--- config.mk ---
export PLATFORM = sky130hd
export DESIGN_NAME = smma_controller
export DESIGN_NICKNAME = d
export VERILOG_FILES = /design/src/rtl/core/scaled_matrix_multiply_accumulate_defines.svh /design/src/rtl/core/smma_pkg.sv /design/src/rtl/core/smma_controller.sv
export SDC_FILE = /design/constraint.sdc
export NUM_CORES = 1
export LEC_CHECK = 0
export BUFFER_PORTS_ARGS = -buffer_cell sky130_fd_sc_hd__buf_4
export CAP_MARGIN = 40
export CORE_MARGIN = 3
export CORE_UTILIZATION = 48
export CTS_BUF_LIST = sky130_fd_sc_hd__clkbuf_4 sky130_fd_sc_hd__clkbuf_8
export CTS_CLUSTER_DIAMETER = 120
export DETAILED_ROUTE_END_ITERATION = 8
export PLACE_DENSITY = 0.95
export SLEW_MARGIN = 0
export SYNTH_ARGS = -nofsm -noshare
export SYNTH_HDL_FRONTEND = slang
export SYNTH_SLANG_ARGS = --single-unit
--- constraint.sdc ---
create_clock -name clk -period 6.2 [get_ports clk]
set_input_delay 0.62 -clock clk [delete_from_list [all_inputs] [get_ports clk]]
set_output_delay 0.62 -clock clk [all_outputs]
set_load 0.03 [all_outputs]
--- src/rtl/core/scaled_matrix_multiply_accumulate_defines.svh ---
// Assertion macros shared by the matrix multiply-accumulate RTL.
`ifndef SCALED_MATRIX_MULTIPLY_ACCUMULATE_DEFINES_SVH
`define SCALED_MATRIX_MULTIPLY_ACCUMULATE_DEFINES_SVH

// Asserts that an antecedent implies a consequent in the same cycle.
`define SMMA_ASSERT_IMPL(label, ante, cons) \
  label: assert property (@(posedge clk) disable iff (rst) (ante) |-> (cons)) \
    else $error("implication failed");

// Asserts that an antecedent implies a consequent in the following cycle.
`define SMMA_ASSERT_NEXT(label, ante, cons) \
  label: assert property (@(posedge clk) disable iff (rst) (ante) |=> (cons)) \
    else $error("next-cycle implication failed");

`endif

--- src/rtl/core/smma_pkg.sv ---
// Package with types, constants and helpers for the matrix multiply-accumulate.
package smma_pkg;

  localparam int MAX_DIM = 8;
  localparam int IDX_BITS = $clog2(MAX_DIM);
  localparam int ADDR_BITS = 2 * IDX_BITS;
  localparam int DEPTH = MAX_DIM * MAX_DIM;
  localparam int OPERAND_BITS = 16;
  localparam int RESULT_BITS = 32;
  localparam int DIM_BITS = 4;
  localparam int SUM_BITS = 2 * OPERAND_BITS + IDX_BITS + 1;
  localparam int TOTAL_BITS = 64;

  localparam logic [2:0] ACT_LOAD_FIRST = 3'd0;
  localparam logic [2:0] ACT_LOAD_SECOND = 3'd1;
  localparam logic [2:0] ACT_LOAD_RESULT = 3'd2;
  localparam logic [2:0] ACT_COMPUTE = 3'd3;
  localparam logic [2:0] ACT_READ = 3'd4;

  localparam logic [2:0] REG_TRANSPOSE_FIRST = 3'd0;
  localparam logic [2:0] REG_TRANSPOSE_SECOND = 3'd1;
  localparam logic [2:0] REG_RESULT_ROWS = 3'd2;
  localparam logic [2:0] REG_RESULT_COLS = 3'd3;
  localparam logic [2:0] REG_INNER_LENGTH = 3'd4;
  localparam logic [2:0] REG_PRODUCT_SCALE = 3'd5;
  localparam logic [2:0] REG_ACCUMULATE_SCALE = 3'd6;

  typedef struct packed {
    logic [2:0] action;
    logic [2:0] elem_row;
    logic [2:0] elem_col;
    logic signed [31:0] elem_value;
  } in_item_t;

  typedef struct packed {
    logic [2:0] out_row;
    logic [2:0] out_col;
    logic signed [31:0] out_value;
  } out_item_t;

  typedef struct packed {
    logic transpose_first;
    logic transpose_second;
    logic [DIM_BITS-1:0] result_rows;
    logic [DIM_BITS-1:0] result_cols;
    logic [DIM_BITS-1:0] inner_length;
    logic signed [15:0] product_scale;
    logic signed [15:0] accumulate_scale;
  } cfg_t;

  // Commands from the controller to the datapath.
  typedef struct packed {
    logic clear_sum;    // start a new element sum
    logic mac_en;       // add the product of the operands read last cycle
    logic rd_en;        // read operands at row, col, k
    logic scale_en;     // take the finished sum into the scaling stage
    logic final_en;     // combine the scaled terms and write C
    logic [IDX_BITS-1:0] row;
    logic [IDX_BITS-1:0] col;
    logic [IDX_BITS-1:0] k;
  } dp_cmd_t;

  // Saturates a wide signed value to the Q8.8 operand range.
  function automatic logic [OPERAND_BITS-1:0] sat_operand(input logic signed [31:0] v);
    logic signed [31:0] hi;
    logic signed [31:0] lo;
    hi = 32'sd32767;
    lo = -32'sd32768;
    if (v > hi) return OPERAND_BITS'(hi);
    else if (v < lo) return OPERAND_BITS'(lo);
    else return v[OPERAND_BITS-1:0];
  endfunction

  // Clamps a dimension to the largest array size.
  function automatic logic [DIM_BITS-1:0] limit_dim(input logic [DIM_BITS-1:0] d);
    if (d > DIM_BITS'(MAX_DIM)) return DIM_BITS'(MAX_DIM);
    else return d;
  endfunction

endpackage

--- src/rtl/core/smma_controller.sv ---
// Controller: decodes items and sequences the multiply-accumulate loops.
module smma_controller (
  input  logic                clk,
  input  logic                rst,
  input  smma_pkg::cfg_t      cfg,
  input  logic                start,
  input  smma_pkg::in_item_t  item,
  output logic                busy,
  output smma_pkg::dp_cmd_t   cmd,
  output logic                load_first,
  output logic                load_second,
  output logic                load_result,
  output logic                read_req
);
  import smma_pkg::*;

  typedef enum logic [2:0] {S_IDLE, S_MAC, S_DRAIN, S_SCALE, S_WRITE, S_READ} state_t;

  state_t state;
  logic [DIM_BITS-1:0] rows;
  logic [DIM_BITS-1:0] cols;
  logic [DIM_BITS-1:0] inner;
  logic [DIM_BITS-1:0] r;
  logic [DIM_BITS-1:0] c;
  logic [DIM_BITS-1:0] k;
  logic accept;

  assign accept = start && !busy;
  assign load_first = accept && item.action == ACT_LOAD_FIRST;
  assign load_second = accept && item.action == ACT_LOAD_SECOND;
  assign load_result = accept && item.action == ACT_LOAD_RESULT;
  assign read_req = accept && item.action == ACT_READ;
  assign busy = state != S_IDLE;

  // Command decode from the state and loop counters.
  always_comb begin
    cmd = '0;
    cmd.row = r[IDX_BITS-1:0];
    cmd.col = c[IDX_BITS-1:0];
    cmd.k = k[IDX_BITS-1:0];
    unique case (state)
      S_IDLE: cmd.clear_sum = 1'b1;
      S_MAC: begin
        cmd.rd_en = k < inner;
        cmd.mac_en = k != '0;
      end
      S_DRAIN: cmd.mac_en = inner != '0;
      S_SCALE: cmd.scale_en = 1'b1;
      S_WRITE: begin
        cmd.final_en = 1'b1;
        cmd.clear_sum = 1'b1;
      end
      S_READ: ;
      default: ;
    endcase
  end

  // State and loop counters.
  always_ff @(posedge clk) begin
    if (rst) begin
      state <= S_IDLE;
      r <= '0;
      c <= '0;
      k <= '0;
    end else begin
      unique case (state)
        S_IDLE: begin
          rows <= limit_dim(cfg.result_rows);
          cols <= limit_dim(cfg.result_cols);
          inner <= limit_dim(cfg.inner_length);
          r <= '0;
          c <= '0;
          k <= '0;
          if (accept && item.action == ACT_COMPUTE &&
              cfg.result_rows != '0 && cfg.result_cols != '0) state <= S_MAC;
          else if (read_req) state <= S_READ;
        end
        S_MAC: begin
          if (k + 1'b1 >= inner || inner == '0) state <= S_DRAIN;
          else k <= k + 1'b1;
        end
        // Last product arrives; the C read address is still r,c here.
        S_DRAIN: state <= S_SCALE;
        S_SCALE: state <= S_WRITE;
        S_WRITE: begin
          k <= '0;
          if (c + 1'b1 < cols) begin
            c <= c + 1'b1;
            state <= S_MAC;
          end else if (r + 1'b1 < rows) begin
            c <= '0;
            r <= r + 1'b1;
            state <= S_MAC;
          end else state <= S_IDLE;
        end
        S_READ: state <= S_IDLE;
        default: state <= S_IDLE;
      endcase
    end
  end
endmodule

==> metrics.yaml, run 1 <==
status: "complete, no violations"
io_pins: 109
synth_area_leaders: "edfxtp_1 20%, dfxtp_1 17%, ha_1 12%, nor2b_1 4.1%, buf_4 3.7%"
stdcell_count: 258
gp_congestion: 0.8975
cts_resized: 0
criticalPathCategory: "reg2reg"
die_height_um: 67.46
slew_violations: 0
initial_utilization: 0.5188
tns_ns: 0
min_period_ns: 2.582
cts_tree: "yes"
synthTopCellsByCount: "18 x ha_1, 16 x inv_1, 15 x dfxtp_1"
place_inst: 254
drt-total-wl_um: 3470
cp.required_ns: 6.37
finalHoldViolCount: 0
antenna_cells: 0
busiest_layer: "met2"
setup_viol_count_final: 0
gr-usage-met1: 0.2138
fp.dieW_um: 67.46
clk_latency_ns: 0.28
root_buffer: "clkbuf_8"
dr.pass1.iters: 5
powerDensity_nw_per_um2: 299.2
fmax_ghz: 0.3873
r2r-end: "r[0]"
io_buffers: 36
grt_antenna_before_repair: 0
ys_seq_area_frac: 0.3644
grt.total_usage: 0.1663
hpwl_um: 2695
overflow: 0
die_area_um2: 4550
arrival_ns: 2.76
path_delay_family: "compound AO/OA/AOI/OAI gates"
ys.flop_type: "dfxtp_1"
maxCapViolations: 0
holdPathStages: 2
drive_gt1_frac: 0.2406
synth.distinct_cells: 49
grt_pass1_wl_um: 5789
rr_startpoint: "c[0]"
synth_area_leader_cell: "edfxtp_1"
avgSynthCellArea_um2: 9.644
wl_per_cell_um: 13.45
rrSetupSlack_ns: 3.62
rows: 21
synth_fp_nets: 296
cts_made_buffers: 3
crit_chain: "ha_1 > nor2b_1 > or2_2 > ha_1 > o21a_1 > o31ai_1 > buf_4 > a221oi_2 > mux2_2"
crit_top_cell: "ha_1"
grt_max_degree: 18
worst_pin_slew_ns: 0.8870
cts-htree-levels: 1
clk_path_buf_depth: 2
use_met3: 0.02995
vias: 1443
critPathMaxStageDelay_ns: 0.47
fin_crit_sh: 0.4165
finClkSkew_ns: 0.002619
hp-start: "r[3]"
drtIter0Drc: 65
viasPerCell: 5.593
groute.layer.met2.usage: 0.2736
vdd_ir_drop_max_v: 0.0001830
yosys_warnings: 0
clock_sinks: 27
syn_area_um2: 1813
synth_seq_cells: 27
ff2ff_path_depth: 9
p_leak_nw: 0.9230
cts_hold_buf: 0
cts_setup_buffers: 0
synth_most_common_cell: "ha_1"
clkTransAtPathRegs_ns: 0.09
fin_nets: 321
area_growth_pct: 14.77
drc_errors: 0
crit_slowest_cell: "a221oi_2"
netlist_instances: 188
slew_headroom: 0.4065
rsz0062_at_grt: "no"
holdCritPathClass: "reg2reg"
cp_max_fo: 9
cp-end-kind: "flip-flop"
hold_path_end: "r[3]"
grt_pass1_vias: 1312
core_um2: 3495
synth.top_cell.area_share: 0.1988
worst-path-buf-inv: 1
synth-async-reset-ratio: 0
synth_edf_count: 12
antenna_left: 0
worst_setup_path_start_kind: "flip-flop"
## layout make-up
type,count,area (µm²)
Multi-Input combinational cell,128,978.4
Fill cell,288,1414
Clock inverter,1,5.005
Sequential cell,27,660.6
Inverter,16,60.06
Timing Repair Buffer,37,277.8
Tap cell,46,57.56
Clock buffer,3,41.29
## sequential cells by signal (all words and copies together) (netlist names)
| name | count |
|---|---|
| k | 4 |
| cols | 4 |
| inner | 4 |
| c | 4 |
| state | 3 |
| r | 4 |
| rows | 4 |
## cell families (layout without fill, tap and decap cells)
| logic type | after synthesis | in the layout | synth area share |
|---|---|---|---|
| AND/OR/NAND/NOR | 61 | 61 | 0.2063 |
| AO/OA/AOI/OAI | 39 | 39 | 0.1573 |
| buffers and inverters | 33 | 57 | 0.09592 |
| flip-flops | 27 | 27 | 0.3644 |
| adder cells (fa/ha/maj) | 18 | 18 | 0.1242 |
| XOR/XNOR | 6 | 6 | 0.02899 |
| multiplexers | 4 | 4 | 0.02277 |
## through the flow
step                hold slack [ns]  utilization  area [µm²]  worst slack [ns]  power, mW
floorplan                    0.4616            -        1813             3.491     0.4492
global placement             0.4677       0.5822        2034             3.683     0.5145
detailed placement           0.4858       0.5822        2034             3.653     0.5254
CTS                          0.5049       0.5954        2081             3.608     0.6234
global route                 0.5186       0.5954        2081             3.477     0.6650
finish                       0.5036       0.5954        2081             3.618     0.6225
## worst max path at each step
stage,start,to,slack (ns),cells past startpoint
after floorplan,state[0],load_second,3.49,4
after global placement,c[0],r[0],3.68,9
after detailed placement,c[0],r[0],3.65,9
after CTS,state[0],load_second,3.61,4
after global routing,state[0],load_second,3.48,4
final,c[0],r[0],3.62,9
## metal layers
metal  wire length, µm  share of wire
met3               219          0.063
met1              1588           0.46
met2              1595           0.46
met5                 0              0
met4                68          0.020
## worst min-delay path, cell delays in order, from the launching register on
cell and delay, ns:
dfxtp_1 0.33, nand2b_1 0.07, mux2i_1 0.06
## where the power goes
part | internal, mW | leakage (nW) | total [mW] | switching (mW)
registers | 0.221 | 0.238 | 0.243 | 0.0223
logic | 0.110 | 0.660 | 0.279 | 0.169
clock network | 0.0451 | 0.0255 | 0.100 | 0.0552
total | 0.376 | 0.923 | 0.623 | 0.247
## cell usage in the layout, fill, tap and decap left out, drive strengths merged, types with 2 or more instances in the layout
cell type  instances
ha                18
o21a               3
nor3               5
a21oi              8
mux2i              3
xor2               2
edfxtp            12
nand3b             2
o21ai              6
nor4               3
buf               37
a211oi             2
or2                3
nor4b              2
nor2               9
a21boi             2
nand3              7
clkbuf             3
dfxtp             15
o211ai             3
a221oi             2
and3b              2
a32o               2
nor3b              2
nor2b             12
nand2              3
xnor2              4
nand2b             6
or3b               2
o31ai              3
inv               16
Power figures use the tool's default switching activity.
==> run 2, diff against run 1 <==
- ABC_AREA: not set -> 1
- CORE_UTILIZATION: 48 -> 45
- PLACE_DENSITY: 0.95 -> 0.93
- clock period: 6.2 -> 2.45 ns (I/O delays scaled with it)
==> run 2 against run 1 <==
Final cell count grew 22%. Sequential power rose to 2.7 times the previous value. Global-route usage decreased by 0.85 points. Total power grew to 3.2 times the previous value. Critical path type unchanged. Critical endpoint is now state[1].
==> metrics.yaml, run 2 <==
rows: 22  # was 21
cts_hold_buf: 0  # unchanged
synth_seq_cells: 27  # unchanged
vias: 1542  # was 1443
synth_area_leaders: "edfxtp_1 20%, dfxtp_1 16%, ha_1 12%, inv_1 9.7%, nand2_1 6.6%"  # was edfxtp_1 20%, dfxtp_1 17%, ha_1 12%, nor2b_1 4.1%, buf_4 3.7%
crit_slowest_cell: "dfxtp_1"  # was a221oi_2
synth_fp_nets: 347  # was 296
ys_seq_area_frac: 0.3619  # was 0.3644
cts_resized: 0  # unchanged
tns_ns: 0  # unchanged
crit_top_cell: "inv_1"  # was ha_1
groute.layer.met2.usage: 0.2871  # was 0.2736
cts_tree: "yes"  # unchanged
fill_cells: 343  # was 288
slew_violations: 0  # unchanged
setup_viol_count_final: 0  # unchanged
clk_latency_ns: 0.28  # about the same
path_delay_family: "adder cells"  # was compound AO/OA/AOI/OAI gates
powerDensity_nw_per_um2: 942.6  # was 299.2 nW/µm²
fin_crit_sh: 0.8248  # was 0.4165
min_period_ns: 2.021  # was 2.582 ns
gr-usage-met1: 0.1716  # was 0.2138
worst_pin_slew_ns: 0.2668  # was 0.8870 ns
worst_setup_path_start_kind: "flip-flop"  # unchanged
holdCritPathClass: "in2reg"  # was reg2reg
vdd_ir_drop_max_v: 0.0004739  # was 0.0001830 V
arrival_ns: 2.24  # was 2.76 ns
crit_chain: "inv_1 > ha_1 > ha_1 > inv_1 > o21bai_1 > nand2_1 > nand4_1 > inv_1 > nand2_1 > nand3_1 > nor2_1"  # was ha_1 > nor2b_1 > or2_2 > ha_1 > o21a_1 > o31ai_1 > buf_4 > a221oi_2 > mux2_2
die_area_um2: 4857  # was 4550 µm²
area_growth_pct: 16.66  # was 14.77%
drive_gt1_frac: 0.2097  # was 0.2406
drtIter0Drc: 72  # was 65
core_um2: 3771  # was 3495 µm²
fmax_ghz: 0.4949  # was 0.3873 GHz
worst-path-buf-inv: 3  # was 1
clock_sinks: 27  # unchanged
criticalPathCategory: "reg2reg"  # unchanged
finalHoldViolCount: 0  # unchanged
dr.pass1.iters: 4  # was 5
io_buffers: 36  # unchanged
ys.flop_type: "dfxtp_1"  # unchanged
synth_edf_count: 12  # unchanged
fin_nets: 376  # was 321
busiest_layer: "met2"  # unchanged
wl_per_cell_um: 11.73  # was 13.45 µm
initial_utilization: 0.4841  # was 0.5188
cp-end-kind: "flip-flop"  # unchanged
p_leak_nw: 1.124  # was 0.9230 nW
io_pins: 109  # unchanged
final_common_cell: "inv_1"  # was buf_4
fp.dieW_um: 69.69  # was 67.46 µm
grt.total_usage: 0.1579  # was 0.1663
cp.required_ns: 2.67  # was 6.37 ns
maxCapViolations: 0  # unchanged
synth.distinct_cells: 32  # was 49
grt_max_degree: 15  # was 18
synthTopCellsByCount: "47 x inv_1, 32 x nand2_1, 31 x nor2_1"  # was 18 x ha_1, 16 x inv_1, 15 x dfxtp_1
rsz0062_at_grt: "no"  # unchanged
antenna_cells: 0  # unchanged
drc_errors: 0  # unchanged
final_cell_mix: "47 x inv_1, 37 x buf_4, 32 x nand2_1"  # was 37 x buf_4, 18 x ha_1, 16 x inv_1
status: "complete, no violations"  # unchanged
gp_congestion: 0.8297  # was 0.8975
avgSynthCellArea_um2: 7.638  # was 9.644 µm²
antenna_left: 0  # unchanged
cp_max_fo: 6  # was 9
use_met3: 0.03333  # was 0.02995
grt_antenna_before_repair: 0  # unchanged
synth_area_leader_cell: "edfxtp_1"  # unchanged
overflow: 0  # unchanged
syn_area_um2: 1826  # was 1813 µm²
cts-htree-levels: 1  # unchanged
holdWs_ns: 0.1578  # was 0.5036 ns
grt_pass1_vias: 1464  # was 1312
critPathMaxStageDelay_ns: 0.47  # about the same
clk_path_buf_depth: 2  # unchanged
cts_setup_buffers: 0  # unchanged
clkTransAtPathRegs_ns: 0.09  # about the same
synth_most_common_cell: "inv_1"  # was ha_1
synth-async-reset-ratio: 0  # unchanged
viasPerCell: 4.895  # was 5.593
yosys_warnings: 0  # unchanged
netlist_instances: 239  # was 188
die_height_um: 69.69  # was 67.46 µm
grt_pass1_wl_um: 6272  # was 5789 µm
hpwl_um: 2896  # was 2695 µm
finClkSkew_ns: 0.001263  # was 0.002619 ns
drt-total-wl_um: 3696  # was 3470 µm
root_buffer: "clkbuf_8"  # unchanged
slew_headroom: 0.8219  # was 0.4065
synth.top_cell.area_share: 0.1974  # was 0.1988
cts_made_buffers: 3  # unchanged
[run 2: cell types whose count changed after synthesis, sizes merged, moves of 3 or more]
cell,delta
nand2,+35
inv,+31
nor2,+27
nor2b,-12
nand3,+7
a21oi,+6
nand2b,-6
nand4,+6
mux2i,-3
o21a,-3
o31ai,-3
[run 2: stage by stage]
stage | util | total power, mW | cells | worst slack, ns | cell area (µm²)
final | 0.5647 | 2.007 | 315 | 0.4293 | 2130
after global routing | 0.5647 | 2.171 | 315 | 0.2294 | 2130
after CTS | 0.5647 | 2.006 | 315 | 0.4217 | 2130
after detailed placement | 0.5518 | 1.741 | 311 | 0.4531 | 2081
after global placement | 0.5518 | 1.693 | 311 | 0.5233 | 2081
after floorplan | - | 1.469 | 239 | 0.2955 | 1826
[run 2: routing by layer]
metal | wire length (µm) | vias up | share of wire
met2 | 1892 | 47 | 0.51
met3 | 210 | 8 | 0.057
li1 | - | 810 | -
met1 | 1516 | 677 | 0.41
met4 | 76 | 0 | 0.021
met5 | 0 | - | 0
[run 2: cell type report]
| class | instances | area (µm²) | area share |
|---|---|---|---|
| Multi-Input combinational cell | 151 | 900.9 | 0.4230 |
| Sequential cell | 27 | 660.6 | 0.3102 |
| Inverter | 48 | 181.4 | 0.08519 |
| Clock buffer | 4 | 48.80 | 0.02291 |
| Tap cell | 48 | 60.06 | 0.02820 |
| Timing Repair Buffer | 37 | 277.8 | 0.1304 |
[run 2: final timing paths]
check / startpoint / endpoint / slack [ns] / depth (start not counted)
setup / recovery: k[0] / state[1] / 0.43 / 11
setup reg to reg: k[0] / state[1] / 0.43 / 11
hold / removal: cfg[43] / rows[3] / 0.16 / 1
hold reg to reg: r[3] / r[3] / 0.47 / 2
[run 2: where the power goes]
part | internal [mW] | switching, mW | total, mW
combinational | 0.370 | 0.706 | 1.08
clock | 0.128 | 0.140 | 0.268
sequential | 0.588 | 0.0763 | 0.664
total | 1.09 | 0.922 | 2.01
[run 2: cell families after synthesis]
group           count (synthesis)  share of synthesized area
simple gates                  102                     0.2707
buf+inv                        61                     0.1446
compound gates                 27                    0.08020
flops                          27                     0.3619
fa+ha+maj                      18                     0.1234
xor+xnor                        4                    0.01919
